--- src/hw/rtl/plse_pkg.sv ---
// ----------------------------------------------------------------------------
// plse_pkg
// shared widths, codes, sequencer states and divider status for the
// piecewise linear spectrum evaluator
// ----------------------------------------------------------------------------
package plse_pkg;

   // field widths
   localparam int WL_W      = 16;              // wavelength, unsigned Q10.6
   localparam int VAL_W     = 24;              // value, signed Q8.16
   localparam int CNT_W     = 7;               // point_count register
   localparam int IDX_W     = 6;               // entry_index field
   localparam int ENTRY_W   = WL_W + VAL_W;    // one table word

   // interpolation fraction, Q0.16 with 1.0 reachable
   localparam int FRAC_BITS = 16;
   localparam int DIV_STEPS = 4;               // quotient bits per divider cycle
   localparam int PROD_W    = (VAL_W + 1) + (FRAC_BITS + 2);
   localparam int ROUND_HALF = 32768;

   localparam logic [FRAC_BITS:0]          FRAC_ONE  = 17'h10000;
   localparam logic signed [VAL_W-1:0]     VAL_ZERO  = 24'sh000000;
   localparam logic signed [VAL_W-1:0]     VAL_MAX   = 24'sh7fffff;
   localparam logic signed [VAL_W-1:0]     VAL_MIN   = 24'sh800000;

   // item codes
   localparam logic MODE_LOAD = 1'b0;
   localparam logic MODE_EVAL = 1'b1;

   typedef enum logic [3:0] {
      ST_IDLE,
      ST_RD_FIRST,
      ST_RD_LAST,
      ST_CHECK,
      ST_SRCH_ISSUE,
      ST_SRCH_CMP,
      ST_RD_PREV,
      ST_RD_CUR,
      ST_PAIR,
      ST_DIV,
      ST_MUL,
      ST_ROUND,
      ST_DONE
   } state_type;

   typedef struct packed {
      logic busy;
      logic done;
   } div_status_type;

endpackage

--- src/hw/rtl/piecewise_linear_spectrum_eval_unit.sv ---
// ----------------------------------------------------------------------------
// piecewise_linear_spectrum_eval_unit
// breakpoint table with binary search and linear interpolation
// ----------------------------------------------------------------------------
// The block holds up to MAX_POINTS breakpoints (wavelength Q10.6, value
// Q8.16 signed) in one synchronous table memory. A load transfer
// (req_mode 0) writes one slot and leaves the block idle; a slot at or
// above MAX_POINTS is dropped. An evaluate transfer (req_mode 1) returns
// one result: zero with rsp_outside_range set when point_count is zero or
// the query lies outside the first and last breakpoints, otherwise the
// value interpolated between the breakpoint found by binary search and the
// one before it, rounded and saturated; the value of the first slot when
// the search finds that slot, and the right point's value for a
// non-increasing pair. point_count above MAX_POINTS is taken as
// MAX_POINTS. The table holds garbage until a slot is loaded and must be
// loaded before it is evaluated. Evaluation is sequenced over the one
// table read port: it reads the first and last breakpoints, runs the
// binary search with one read per step, reads the pair, then runs the
// fraction divider, the multiply and the round. The finished result waits
// until the output register is free; it then sits in that register, so
// the next item is accepted while it waits to be taken.
// ----------------------------------------------------------------------------
module piecewise_linear_spectrum_eval_unit #(
   parameter int MAX_POINTS = 64
) (
   input  logic                                clock,
   input  logic                                reset,

   // configuration
   input  logic                                csr_we,
   input  logic [plse_pkg::CNT_W-1:0]          csr_wdata,

   // request channel
   input  logic                                req_valid,
   output logic                                req_ready,
   input  logic                                req_mode,
   input  logic [plse_pkg::IDX_W-1:0]          req_entry_index,
   input  logic [plse_pkg::WL_W-1:0]           req_point_wavelength,
   input  logic signed [plse_pkg::VAL_W-1:0]   req_point_value,
   input  logic [plse_pkg::WL_W-1:0]           req_query_wavelength,

   // response channel
   output logic                                rsp_valid,
   input  logic                                rsp_ready,
   output logic signed [plse_pkg::VAL_W-1:0]   rsp_spectral_value,
   output logic                                rsp_outside_range
);
   import plse_pkg::*;

   localparam int AW = $clog2(MAX_POINTS);        // table address
   localparam int NW = $clog2(MAX_POINTS + 1);    // counts up to MAX_POINTS
   localparam int CW = (NW > CNT_W) ? NW : CNT_W; // count clamp compare
   localparam int SW = (NW > IDX_W) ? NW : IDX_W; // slot range compare
   localparam int SHW   = PROD_W - FRAC_BITS;     // product after >> 16
   localparam int SUM_W = SHW + 1;

   // table memory
   logic [ENTRY_W-1:0] mem [MAX_POINTS];
   logic [ENTRY_W-1:0] rd_data_ff;
   logic [AW-1:0]      rd_addr;
   logic [AW-1:0]      wr_addr;
   logic               mem_we;
   logic [WL_W-1:0]    rd_wl;
   logic signed [VAL_W-1:0] rd_val;

   // sequencer and datapath registers
   state_type               state_ff, state_in;
   logic [CNT_W-1:0]        point_count_ff;
   logic [WL_W-1:0]         query_ff, query_in;
   logic [NW-1:0]           n_ff, n_in;
   logic [NW-1:0]           lo_ff, lo_in;
   logic [NW-1:0]           hi_ff, hi_in;
   logic [NW-1:0]           mid_ff, mid_in;
   logic [NW-1:0]           idx_ff, idx_in;
   logic [WL_W-1:0]         w_first_ff, w_first_in;
   logic signed [VAL_W-1:0] v_first_ff, v_first_in;
   logic [WL_W-1:0]         w0_ff, w0_in;
   logic signed [VAL_W-1:0] v0_ff, v0_in;
   logic signed [VAL_W-1:0] v1_ff, v1_in;
   logic signed [PROD_W-1:0] prod_ff, prod_in;
   logic signed [VAL_W-1:0] res_value_ff, res_value_in;
   logic                    res_outside_ff, res_outside_in;
   logic                    rsp_valid_ff;
   logic signed [VAL_W-1:0] rsp_value_ff;
   logic                    rsp_outside_ff;
   logic                    rsp_load;

   // combinational helpers
   logic [SW-1:0]           slot_ext;
   logic                    slot_ok;
   logic [CW-1:0]           pc_ext;
   logic [CW-1:0]           n_full;
   logic [NW-1:0]           n_eff;
   logic [NW-1:0]           n_minus1;
   logic [NW-1:0]           idx_minus1;
   logic [NW-1:0]           mid_calc;
   logic [NW-1:0]           pick;
   logic [WL_W-1:0]         den_w;
   logic [WL_W-1:0]         num_raw;
   logic [WL_W-1:0]         num_w;
   logic                    div_start;
   logic [FRAC_BITS:0]      quot;
   div_status_type          div_stat;
   logic signed [VAL_W:0]   diff_v;
   logic signed [FRAC_BITS+1:0] t_s;
   logic [PROD_W-1:0]       rnd;
   logic [SHW-1:0]          shifted;
   logic signed [SUM_W-1:0] sum_v;
   logic signed [VAL_W-1:0] sat_v;

   assign rd_wl  = rd_data_ff[ENTRY_W-1:VAL_W];
   assign rd_val = rd_data_ff[VAL_W-1:0];

   // load slot range check, table address
   assign slot_ext = SW'(req_entry_index);
   assign slot_ok  = slot_ext < SW'(MAX_POINTS);
   assign wr_addr  = slot_ext[AW-1:0];

   // point count clamped to the table depth
   assign pc_ext = CW'(point_count_ff);
   assign n_full = (pc_ext > CW'(MAX_POINTS)) ? CW'(MAX_POINTS) : pc_ext;
   assign n_eff  = n_full[NW-1:0];

   // search indexes
   assign n_minus1   = n_ff - NW'(1);
   assign idx_minus1 = idx_ff - NW'(1);
   assign mid_calc   = lo_ff + ((hi_ff - lo_ff) >> 1);
   assign pick       = (lo_ff >= n_ff) ? n_minus1 : lo_ff;  // search ran off the end

   // divider operands, rd_data holds the right breakpoint in ST_PAIR
   assign den_w   = rd_wl - w0_ff;
   assign num_raw = (query_ff > w0_ff) ? (query_ff - w0_ff) : '0;
   assign num_w   = (num_raw > den_w) ? den_w : num_raw;

   // interpolation arithmetic
   assign diff_v  = {v1_ff[VAL_W-1], v1_ff} - {v0_ff[VAL_W-1], v0_ff};
   assign t_s     = $signed({1'b0, quot});
   assign rnd     = prod_ff + PROD_W'(ROUND_HALF);
   assign shifted = rnd[PROD_W-1:FRAC_BITS];                // floor of /2^16
   assign sum_v   = $signed({{(SUM_W-VAL_W){v0_ff[VAL_W-1]}}, v0_ff})
                  + $signed({shifted[SHW-1], shifted});

   // saturate to 24 bits
   always_comb begin
      if ((&sum_v[SUM_W-1:VAL_W-1]) || !(|sum_v[SUM_W-1:VAL_W-1])) begin
         sat_v = sum_v[VAL_W-1:0];
      end else if (sum_v[SUM_W-1]) begin
         sat_v = VAL_MIN;
      end else begin
         sat_v = VAL_MAX;
      end
   end

   plse_frac_div u_div (
      .clock  (clock),
      .reset  (reset),
      .start  (div_start),
      .num    (num_w),
      .den    (den_w),
      .quot   (quot),
      .status (div_stat)
   );

   // sequencer
   always_comb begin
      state_in       = state_ff;
      query_in       = query_ff;
      n_in           = n_ff;
      lo_in          = lo_ff;
      hi_in          = hi_ff;
      mid_in         = mid_ff;
      idx_in         = idx_ff;
      w_first_in     = w_first_ff;
      v_first_in     = v_first_ff;
      w0_in          = w0_ff;
      v0_in          = v0_ff;
      v1_in          = v1_ff;
      prod_in        = prod_ff;
      res_value_in   = res_value_ff;
      res_outside_in = res_outside_ff;
      rd_addr        = '0;
      mem_we         = 1'b0;
      div_start      = 1'b0;
      rsp_load       = 1'b0;
      req_ready      = 1'b0;

      case (state_ff)
         ST_IDLE: begin
            req_ready = 1'b1;
            if (req_valid) begin
               if (req_mode == MODE_LOAD) begin
                  mem_we = slot_ok;
               end else begin
                  query_in = req_query_wavelength;
                  n_in     = n_eff;
                  if (n_eff == '0) begin
                     // empty table
                     res_value_in   = VAL_ZERO;
                     res_outside_in = 1'b1;
                     state_in       = ST_DONE;
                  end else begin
                     state_in = ST_RD_FIRST;
                  end
               end
            end
         end
         ST_RD_FIRST: begin
            rd_addr  = '0;
            state_in = ST_RD_LAST;
         end
         ST_RD_LAST: begin
            rd_addr    = n_minus1[AW-1:0];
            w_first_in = rd_wl;
            v_first_in = rd_val;
            state_in   = ST_CHECK;
         end
         ST_CHECK: begin
            // rd_data holds the last point in use
            if ((query_ff < w_first_ff) || (query_ff > rd_wl)) begin
               res_value_in   = VAL_ZERO;
               res_outside_in = 1'b1;
               state_in       = ST_DONE;
            end else begin
               lo_in    = '0;
               hi_in    = n_ff;
               state_in = ST_SRCH_ISSUE;
            end
         end
         ST_SRCH_ISSUE: begin
            if (lo_ff < hi_ff) begin
               mid_in   = mid_calc;
               rd_addr  = mid_calc[AW-1:0];
               state_in = ST_SRCH_CMP;
            end else begin
               idx_in = pick;
               if (pick == '0) begin
                  // first slot found, its value as is
                  res_value_in   = v_first_ff;
                  res_outside_in = 1'b0;
                  state_in       = ST_DONE;
               end else begin
                  state_in = ST_RD_PREV;
               end
            end
         end
         ST_SRCH_CMP: begin
            if (rd_wl < query_ff) begin
               lo_in = mid_ff + NW'(1);
            end else begin
               hi_in = mid_ff;
            end
            state_in = ST_SRCH_ISSUE;
         end
         ST_RD_PREV: begin
            rd_addr  = idx_minus1[AW-1:0];
            state_in = ST_RD_CUR;
         end
         ST_RD_CUR: begin
            rd_addr  = idx_ff[AW-1:0];
            w0_in    = rd_wl;
            v0_in    = rd_val;
            state_in = ST_PAIR;
         end
         ST_PAIR: begin
            v1_in = rd_val;
            if (rd_wl <= w0_ff) begin
               // non-increasing pair, right point's value
               res_value_in   = rd_val;
               res_outside_in = 1'b0;
               state_in       = ST_DONE;
            end else begin
               div_start = 1'b1;
               state_in  = ST_DIV;
            end
         end
         ST_DIV: begin
            if (div_stat.done) begin
               state_in = ST_MUL;
            end
         end
         ST_MUL: begin
            prod_in  = diff_v * t_s;
            state_in = ST_ROUND;
         end
         ST_ROUND: begin
            res_value_in   = sat_v;
            res_outside_in = 1'b0;
            state_in       = ST_DONE;
         end
         ST_DONE: begin
            // wait for the output register to free up
            if (!rsp_valid_ff || rsp_ready) begin
               rsp_load = 1'b1;
               state_in = ST_IDLE;
            end
         end
         default: begin
            state_in = ST_IDLE;
         end
      endcase
   end

   // table memory, one write and one registered read per cycle
   always_ff @(posedge clock) begin
      if (mem_we) begin
         mem[wr_addr] <= {req_point_wavelength, req_point_value};
      end
      rd_data_ff <= mem[rd_addr];
   end

   // control state
   always_ff @(posedge clock) begin
      if (reset) begin
         state_ff       <= ST_IDLE;
         point_count_ff <= '0;
         rsp_valid_ff   <= 1'b0;
      end else begin
         state_ff <= state_in;
         if (csr_we) begin
            point_count_ff <= csr_wdata;
         end
         if (rsp_load) begin
            rsp_valid_ff <= 1'b1;
         end else if (rsp_ready) begin
            rsp_valid_ff <= 1'b0;
         end
      end
   end

   // payload
   always_ff @(posedge clock) begin
      query_ff       <= query_in;
      n_ff           <= n_in;
      lo_ff          <= lo_in;
      hi_ff          <= hi_in;
      mid_ff         <= mid_in;
      idx_ff         <= idx_in;
      w_first_ff     <= w_first_in;
      v_first_ff     <= v_first_in;
      w0_ff          <= w0_in;
      v0_ff          <= v0_in;
      v1_ff          <= v1_in;
      prod_ff        <= prod_in;
      res_value_ff   <= res_value_in;
      res_outside_ff <= res_outside_in;
      if (rsp_load) begin
         rsp_value_ff   <= res_value_ff;
         rsp_outside_ff <= res_outside_ff;
      end
   end

   assign rsp_valid          = rsp_valid_ff;
   assign rsp_spectral_value = rsp_value_ff;
   assign rsp_outside_range  = rsp_outside_ff;

   // search window stays inside the points in use
   a_search_window: assert property (@(posedge clock) disable iff (reset)
      (state_ff == ST_SRCH_ISSUE) |-> (lo_ff <= hi_ff) && (hi_ff <= n_ff))
      else $error("search window out of bounds");

   // probe lies inside the window
   a_probe_in_window: assert property (@(posedge clock) disable iff (reset)
      (state_ff == ST_SRCH_CMP) |-> (mid_ff >= lo_ff) && (mid_ff < hi_ff))
      else $error("search probe outside window");

   // divider finishes only while the sequencer waits for it
   a_div_owner: assert property (@(posedge clock) disable iff (reset)
      div_stat.done |-> (state_ff == ST_DIV))
      else $error("divider finished outside ST_DIV");

   // divider stays busy for the whole wait
   a_div_busy: assert property (@(posedge clock) disable iff (reset)
      (state_ff == ST_DIV) |-> div_stat.busy)
      else $error("divider idle during ST_DIV");

   // fraction never exceeds one
   a_frac_range: assert property (@(posedge clock) disable iff (reset)
      div_stat.done |=> (quot <= FRAC_ONE))
      else $error("interpolation fraction above one");

   // a new result only comes from the done state
   a_rsp_source: assert property (@(posedge clock) disable iff (reset)
      $rose(rsp_valid_ff) |-> ($past(state_ff) == ST_DONE))
      else $error("result loaded outside ST_DONE");

endmodule

--- src/hw/rtl/plse_frac_div.sv ---
// ----------------------------------------------------------------------------
// plse_frac_div
// rounded fraction t = (num * 2^16 + den / 2) / den for num <= den,
// radix-16 restoring divider, four quotient bits per cycle
// ----------------------------------------------------------------------------
module plse_frac_div (
   input  logic                           clock,
   input  logic                           reset,
   input  logic                           start,
   input  logic [plse_pkg::WL_W-1:0]      num,
   input  logic [plse_pkg::WL_W-1:0]      den,
   output logic [plse_pkg::FRAC_BITS:0]   quot,
   output plse_pkg::div_status_type       status
);
   import plse_pkg::*;

   localparam int STEP_CYCLES = FRAC_BITS / DIV_STEPS;
   localparam int CNT_BITS    = $clog2(STEP_CYCLES);

   logic                  busy_ff, busy_in;
   logic [CNT_BITS-1:0]   cnt_ff, cnt_in;
   logic [WL_W-1:0]       rem_ff, rem_in;
   logic [WL_W-1:0]       half_ff, half_in;
   logic [WL_W-1:0]       den_ff, den_in;
   logic [FRAC_BITS:0]    quot_ff, quot_in;
   logic                  last_step;

   // remainder steps for this cycle
   always_comb begin
      logic [WL_W-1:0]      rem_v;
      logic [WL_W-1:0]      half_v;
      logic [DIV_STEPS-1:0] bits_v;
      logic [WL_W:0]        trial;
      logic [WL_W:0]        diff;
      rem_v  = rem_ff;
      half_v = half_ff;
      bits_v = '0;
      for (int k = 0; k < DIV_STEPS; k++) begin
         trial  = {rem_v, half_v[WL_W-1]};
         half_v = {half_v[WL_W-2:0], 1'b0};
         diff   = trial - {1'b0, den_ff};
         if (trial >= {1'b0, den_ff}) begin
            rem_v  = diff[WL_W-1:0];
            bits_v = {bits_v[DIV_STEPS-2:0], 1'b1};
         end else begin
            rem_v  = trial[WL_W-1:0];
            bits_v = {bits_v[DIV_STEPS-2:0], 1'b0};
         end
      end

      last_step = busy_ff && (cnt_ff == CNT_BITS'(STEP_CYCLES - 1));
      busy_in   = busy_ff;
      cnt_in    = cnt_ff;
      rem_in    = rem_ff;
      half_in   = half_ff;
      den_in    = den_ff;
      quot_in   = quot_ff;

      if (start) begin
         // integer part: num == den gives exactly one, remainder zero
         busy_in = 1'b1;
         cnt_in  = '0;
         den_in  = den;
         half_in = den >> 1;
         if (num >= den) begin
            rem_in  = '0;
            quot_in = FRAC_ONE;
         end else begin
            rem_in  = num;
            quot_in = '0;
         end
      end else if (busy_ff) begin
         rem_in  = rem_v;
         half_in = half_v;
         quot_in = {quot_ff[FRAC_BITS], quot_ff[FRAC_BITS-DIV_STEPS-1:0], bits_v};
         cnt_in  = cnt_ff + CNT_BITS'(1);
         if (last_step) begin
            busy_in = 1'b0;
         end
      end
   end

   always_ff @(posedge clock) begin
      if (reset) begin
         busy_ff <= 1'b0;
         cnt_ff  <= '0;
      end else begin
         busy_ff <= busy_in;
         cnt_ff  <= cnt_in;
      end
   end

   always_ff @(posedge clock) begin
      rem_ff  <= rem_in;
      half_ff <= half_in;
      den_ff  <= den_in;
      quot_ff <= quot_in;
   end

   assign quot        = quot_ff;
   assign status.busy = busy_ff;
   assign status.done = last_step;

endmodule
--- config.mk ---
export PLATFORM = sky130hd
export DESIGN_NAME = piecewise_linear_spectrum_eval_unit
export DESIGN_NICKNAME = d
export VERILOG_FILES = /design/src/hw/rtl/plse_pkg.sv /design/src/hw/rtl/piecewise_linear_spectrum_eval_unit.sv /design/src/hw/rtl/plse_frac_div.sv
export SDC_FILE = /design/constraint.sdc
export NUM_CORES = 2
export LEC_CHECK = 0
export ABC_AREA = 1
export BUFFER_PORTS_ARGS = -buffer_cell sky130_fd_sc_hd__buf_4
export CORE_AREA = 2 2 670 738
export DETAILED_ROUTE_END_ITERATION = 12
export DIE_AREA = 0 0 672 740
export GPL_TIMING_DRIVEN = 0
export PLACE_DENSITY_LB_ADDON = 0.25
export SYNTH_ARGS = -nofsm -noshare
export SYNTH_HDL_FRONTEND = slang
export SYNTH_HIERARCHICAL = 1
export SYNTH_SLANG_ARGS = --single-unit
--- constraint.sdc ---
create_clock -name clock -period 12.8 [get_ports clock]
set_input_delay 0.64 -clock clock [delete_from_list [all_inputs] [get_ports clock]]
set_output_delay 0.64 -clock clock [all_outputs]
set_load 0.005 [all_outputs]
## Word level (Yosys, flattened, before mapping)

Memory sizes are Yosys's and may differ from the RTL's. A register that Yosys moved wholly into a read port is not among the register bits.
Index checks and enable logic that the tools add are counted.

| word-level totals | value |
|---|---|
| word-level logic and storage cells | 179 |
| input bits | 75 |
| flip-flop bits (word level) | 327 |
| memories | 1 |
| output and inout bits | 27 |
| memory bits (writable) | 2560 |

Memory list:

| memory | depth | width | read ports | clocked after memory_dff | write ports | RTL line | source |
|---|---|---|---|---|---|---|---|
| mem | 64 | 40 | 1 | 1 | 1 | piecewise_linear_spectrum_eval_unit.sv:58 | `logic [ENTRY_W-1:0] mem [MAX_POINTS];` |

| cells by class | value |
|---|---|
| magnitude comparators | 15 |
| bitwise operators | 1 |
| multiply operators | 1 |
| reduce and logical (&&, ||, !) cells | 23 |
| equality and inequality tests | 25 |
| muxes and demuxes | 71 |
| add/sub/neg operators | 15 |

Operators by type and width:

| operator | number |
|---|---|
| two-way mux 24 bit | 9 |
| two-way mux 16 bit | 10 |
| one-hot mux 24 bit (5 select lines) | 1 |
| subtractor 16 bit | 6 |
| greater-or-equal comparator 17 x 16 -> 1 bit | 4 |
| one-hot mux 4 bit (13 select lines) | 1 |
| greater-than comparator 16 bit | 3 |
| adder 43 x 17 -> 43 bit, second input constant | 1 |
| multiplier 25 x 18 -> 43 bit | 1 |
| two-way mux 7 bit | 6 |
| two-way mux 17 bit | 2 |
| < comparator 16 bit | 2 |
| two-way mux 4 bit | 8 |
| two-way mux 15 bit | 2 |
| adder 24 x 27 -> 28 bit | 1 |
| one-hot mux 7 bit (2 select lines) | 2 |
| two-way mux 1 bit | 26 |
| subtractor 24 x 24 -> 25 bit | 1 |
| one-hot mux 6 bit (4 select lines) | 1 |
| inequality test 2 bit, second input constant | 11 |
| equality test 4 bit, second input constant | 5 |
| equality test 4 x 3 -> 1 bit, second input constant | 4 |
| greater-or-equal comparator 16 bit | 1 |
| less-or-equal comparator 16 bit | 1 |
| other kinds (32) | 42 |

## Depth between registers and ports, before layout

| logic depth | value |
|---|---|
| word-level depth | 10 |
| mapped depth | 55 |
| gate-level depth less buffers | 50 |

## Cells and area by module

Netlist, hierarchy kept.

By module, submodules not included:

| module | area each (µm²) | cells each | instances |
|---|---|---|---|
| piecewise_linear_spectrum_eval_unit | 144083.2 | 13643 | 1 |
| plse_frac_div | 7244.4 | 1001 | 1 |

## Worst setup path after synthesis

OpenSTA, ideal clock, no wires.

| timing | value |
|---|---|
| kind | reg-to-reg |
| start | register u_div.den_ff[1] |
| end | register u_div.rem_ff[11], data pin |
| library setup time | 0.253 ns |
| buffers on the path | 5 |
| setup slack | 5.275 ns |
| cell stages (with the launch flop) | 50 |
| arrival | 7.271 ns |
| clock period less this slack | 7.525 ns |
| cell sequence | edfxtp_1 -> inv_1 -> ha_1 -> nand3_1 -> nor3_1 -> nand2_1 -> nor2_1 -> nor2_1 -> nand2_4 -> buf_6 -> buf_2 -> o21ai_0 -> inv_1 -> ha_1 -> nand2_1 -> nor2_1 -> nand3_1 -> nor2_1 -> [... 14 more ...] -> a21oi_4 -> clkbuf_1 -> nand3_1 -> nand2_1 -> inv_1 -> ha_1 -> a21oi_1 -> nand2_1 -> nand4_1 -> nand4_1 -> nand3_1 -> nand2_1 -> a21oi_1 -> a21boi_4 -> buf_6 -> nand3_1 -> nand3_1 -> nand2_1 |

| on the way | value |
|---|---|
| longest elaborated chain between the ends | 10 |
| elaborated cells between the ends (all ways) | 14 |
| those cells by class | add/sub (4); order compare (4); mux (6) |

Ends and longest elaborated chain:

| what | RTL line | source |
|---|---|---|
| from (decl) | plse_frac_div.sv:24 | `logic [WL_W-1:0] den_ff, den_in;` |
| from (signal assigned) | plse_frac_div.sv:96 | `den_ff <= den_in;` |
| subtractor 16 bit or greater-or-equal comparator 17 x 16 -> 1 bit (tied branches) | plse_frac_div.sv:41, plse_frac_div.sv:42 |  |
| two-way mux 16 bit | plse_frac_div.sv:42 | `if (trial >= {1'b0, den_ff}) begin` |
| subtractor 16 bit or greater-or-equal comparator 17 x 16 -> 1 bit (tied branches) | plse_frac_div.sv:41, plse_frac_div.sv:42 |  |
| two-way mux 16 bit | plse_frac_div.sv:42 |  |
| subtractor 16 bit or greater-or-equal comparator 17 x 16 -> 1 bit (tied branches) | plse_frac_div.sv:41, plse_frac_div.sv:42 |  |
| two-way mux 16 bit | plse_frac_div.sv:42 |  |
| subtractor 16 bit or greater-or-equal comparator 17 x 16 -> 1 bit (tied branches) | plse_frac_div.sv:41, plse_frac_div.sv:42 |  |
| two-way mux 16 bit (*) | plse_frac_div.sv:42 |  |
| two-way mux 16 bit (*) | plse_frac_div.sv:72 | `end else if (busy_ff) begin` |
| two-way mux 16 bit (*) | plse_frac_div.sv:59 | `if (start) begin` |
| net u_div.rem_in[11] | plse_frac_div.sv:22 | `logic [WL_W-1:0] rem_ff, rem_in;` |
| to (signal assigned) | plse_frac_div.sv:94 | `rem_ff <= rem_in;` |
| to (decl) | plse_frac_div.sv:22 |  |

Mark *: on every way through the listed nets, which the timed path passes. The rest lies on a longest branch. The select of a mux whose other input is x is not followed.
A chain may end at the register's enable or synchronous reset.

## Worst setup path after layout

| timing | value |
|---|---|
| start | register u_div.den_ff[10] |
| end | register u_div.rem_ff[11], data pin |

| on the way | value |
|---|---|
| longest elaborated chain between the ends | 10 |
| elaborated cells between the ends (all ways) | 14 |
| those cells by class | add/sub (4); order compare (4); mux (6) |

Ends and longest elaborated chain:

| what | RTL line |
|---|---|
| subtractor 16 bit or greater-or-equal comparator 17 x 16 -> 1 bit (tied branches) | plse_frac_div.sv:41, plse_frac_div.sv:42 |
| two-way mux 16 bit | plse_frac_div.sv:42 |
| subtractor 16 bit or greater-or-equal comparator 17 x 16 -> 1 bit (tied branches) | plse_frac_div.sv:41, plse_frac_div.sv:42 |
| two-way mux 16 bit | plse_frac_div.sv:42 |
| greater-or-equal comparator 17 x 16 -> 1 bit or subtractor 16 bit (tied branches) | plse_frac_div.sv:42, plse_frac_div.sv:41 |
| two-way mux 16 bit | plse_frac_div.sv:42 |
| subtractor 16 bit or greater-or-equal comparator 17 x 16 -> 1 bit (tied branches) | plse_frac_div.sv:41, plse_frac_div.sv:42 |
| two-way mux 16 bit (*) | plse_frac_div.sv:42 |
| two-way mux 16 bit (*) | plse_frac_div.sv:72 |
| two-way mux 16 bit (*) | plse_frac_div.sv:59 |
| net u_div.rem_in[11] | plse_frac_div.sv:22 |

Marked as above.

==> results <==
- The number of remaining DRC errors is 0.
- In this run the remaining antenna-violating nets after routing total 0.
- The endpoint kind of the worst setup timing path is a flop.
- The maximum vdd drop is 0.782 mV.
- The startpoint identified for the worst register-to-register timing path is u_div/den_ff[10].
- Leaving out fill and tap cells, the most frequent cell in the layout is nand3_1.
- The number of CTS-inserted buffers is 333.
- The startpoint-to-endpoint class of the critical path is flop to flop.
- Before antenna repair, the detailed router went through 8 iterations.
- For hold timing, the worst endpoint is u_div/busy_ff.
- From bottom edge to top edge, the die measures 740 um.
- The number of global-route vias before repair came to 107000.
- The post-synthesis cell area is between 150000 and 200000 sq um.
- The routed layout has 110000 vias.
- For this run, global-route usage on met3 was measured as 3.58%.
- The final layout contains 16100 nets.
- The highest achievable clock rate is 100 MHz.
- The launch point of the worst hold path is reset.
- The number of antenna violations at the first check in global routing was 74.
- The most congested layer reported by global routing is met2.
- The period utilization is between 70 and 80%.
- The clock tree root buffer cell is clkbuf_16.
- The effective utilization at floorplan is 30.9%.
- The library cells used most frequently in the layout, excluding fill and tap cells, are nand3_1 (2924), edfxtp_1 (2856), inv_1 (2450), nand2_1 (2429), nand3b_1 (967).
- The layout overhead on the synthesized area is 15.3%.
- Across the run, the number of max-cap violations was 0.
- Once the clock tree was built, the setup fixing pass inserted 0 buffers.
- The number of H-tree branching levels is 5.
- The synthesized netlist net count is 15500.
- Summed over all failing endpoints, the final setup total negative slack is 0 ns.
- The final setup violation count is 0.
- The routability congestion estimate is 0.966.
- The number of clock sinks is between 2000 and 3000.
- The post-layout instance area is 174000 sq um.
- Data on the critical path is required at its endpoint by 13.44 ns.
- Synthesis produced 14600 cells.
- Port buffering added 101 buffers.
- The detailed-route wire length per cell is between 20 and 30 um.
- The pin count of the biggest net entering global routing is 65.
- Of all nets on the critical path, the largest fanout is 10.
- The worst hold path stage count is 2.
- The transition at the pin with the smallest max-transition slack is 1.43 ns.
- The largest stage delay on the critical path is 0.50 ns.
- After global routing the overflow that remains totals 0.
- The depth of the worst register-to-register path is 47.
- Headroom to the max-slew limit came out at between 4 and 5%.
- The worst register-to-register path ends at u_div/rem_ff[11].
- At the later pin of the worst-skew pair, clock insertion delay measures 1.00 ns.
- The total wire length is 565 mm.
- The tightest hold path in the finished design has a slack of between 0.06 and 0.07 ns.
- The CTS clock-pin slew for the worst setup and hold paths is approximately 0.060 ns.
- The worst reg-to-reg setup slack is 2.83 ns.
- The floorplan step defined a die boundary enclosing 497000 sq um.
- The number of buffers on the longest clock path is 4.
- The global-route wire length before repair is 789 mm.
- For met2 alone, demand over resource in global routing was 36.5%.
- The cell area after placement is 164000 sq um.
- The die boundary width is 672 um.
- The flow ran to the end, and the final reports show no timing, DRC or antenna violations.
- The final setup skew is 0.0984 ns.
- Counting stages on the worst path, the most repeated cell is nand2_1.
- Once detailed placement completed, the half-perimeter wirelength came to between 400 and 500 mm.
- The total I/O pin count is 102.
- The global-route track usage on met1 is 27.8%.
- In this run the static leakage power is around 70 nW.
- The ratio of total power to cell area is ~280 nW/um^2.
- For this block, the initial DRC count from the detailed router was 11700.
- The fraction of layout instances using a drive strength above 1 is 9.00%.
- Global routing consumed, over all layers together, 22.1% of the routing resources.
- The average vias per placed instance is 5.00.
- After detailed placement, the design holds a cell count of 21400.
- The number of slew-limit violations in the final report is 0.
- The endpoint arrival time on the critical path is 10.61 ns.
- The final critical-path required period is 9.97 ns.
- The initialized floorplan defines 270 standard-cell rows.
- The CTS tree is built.
- The hold violation total from the final report is 0.
- The kind of start point of the critical path is a flop.
- The min-delay analysis places its worst path in the category primary input to flop.
- For this run, the number of Yosys warnings is 6.
- Dividing the synthesized area by the synthesized cell count gives 10.3 sq um.
- The placeable core area is between 400000 and 500000 sq um.
- Once layout is complete, the cells apart from fillers number 22100.
- Setup repair after global routing left no endpoint under its margin.
- The slowest library cell on the worst path is o21ai_0.
==> worst max-delay path: cells and delay by family (launching register included) <==
kind	cells	cell delay [ns]
buffers and inverters	9	2.02
AND/OR/NAND/NOR	24	3.12
flip-flops	1	0.38
adder cells (fa/ha/maj)	4	1.41
AO/OA/AOI/OAI	10	2.76
==> stage by stage <==
| step | total power, mW | setup slack (ns) | utilization [%] |
|---|---|---|---|
| after floorplan | 30.1 | 5.28 | - |
| after global placement | 39.3 | 2.91 | 32.7 |
| after detailed placement | 39.3 | 2.87 | 33.4 |
| after CTS | 48.9 | 2.83 | 35.6 |
| after global routing | 52.3 | 2.13 | 35.6 |
| final | 48.7 | 2.83 | 35.6 |
==> flip-flops by register name, summed over array words and instances, names as in the netlist, 16 cells and up <==
| signal | flops |
|---|---|
| mem | 2560 |
| prod_ff | 28 |
| query_ff | 16 |
| rd_data_ff | 40 |
| res_value_ff | 24 |
| rsp_spectral_value | 24 |
| u_div/den_ff | 16 |
| u_div/half_ff | 16 |
| u_div/quot | 17 |
| u_div/rem_ff | 16 |
| v0_ff | 24 |
| v1_ff | 24 |
| v_first_ff | 24 |
| w0_ff | 16 |
| w_first_ff | 16 |
==> power breakdown <==
| part | leakage [nW] | switching [mW] | internal (mW) |
|---|---|---|---|
| logic | 38.4 | 18.0 | 9.18 |
| registers | 26.2 | 0.184 | 11.8 |
| clock network | 5.21 | 4.13 | 5.37 |
==> how the worst max path moves through the flow <==
stage                           from               end  slack [ns]  cells after the start
global route        u_div/den_ff[10]  u_div/rem_ff[10]        2.13                     47
finish              u_div/den_ff[10]  u_div/rem_ff[11]        2.83                     47
floorplan            u_div/den_ff[1]  u_div/rem_ff[11]        5.28                     49
detailed placement  u_div/den_ff[10]  u_div/rem_ff[10]        2.87                     47
global placement    u_div/den_ff[10]  u_div/rem_ff[11]        2.91                     47
CTS                 u_div/den_ff[10]  u_div/rem_ff[10]        2.83                     47
==> area by class of cell <==
| cell class | count | area (sq um) |
|---|---|---|
| Inverter | 2479 | 9310 |
| Clock buffer | 428 | 8900 |
| Clock inverter | 189 | 1750 |
| Timing Repair Buffer | 247 | 3680 |
| Sequential cell | 2912 | 86900 |
| Buffer | 791 | 3680 |
| Multi-Input combinational cell | 8461 | 52000 |
| Tap cell | 6528 | 8170 |
| Antenna cell | 29 | 72.6 |
| Fill cell | 49200 | 316000 |
==> metal layers <==
metal,vias up,share of wire [%]
met5,-,0.044
met4,36,6.4
met3,1118,7.4
met2,4360,47
met1,54500,39
li1,50400,-
==> repair_timing <==
item,CTS,global route
resized for setup,0,0
hold buffers,16,0
endpoints found under the hold margin,16,0
(Power assumes the default switching activity.)
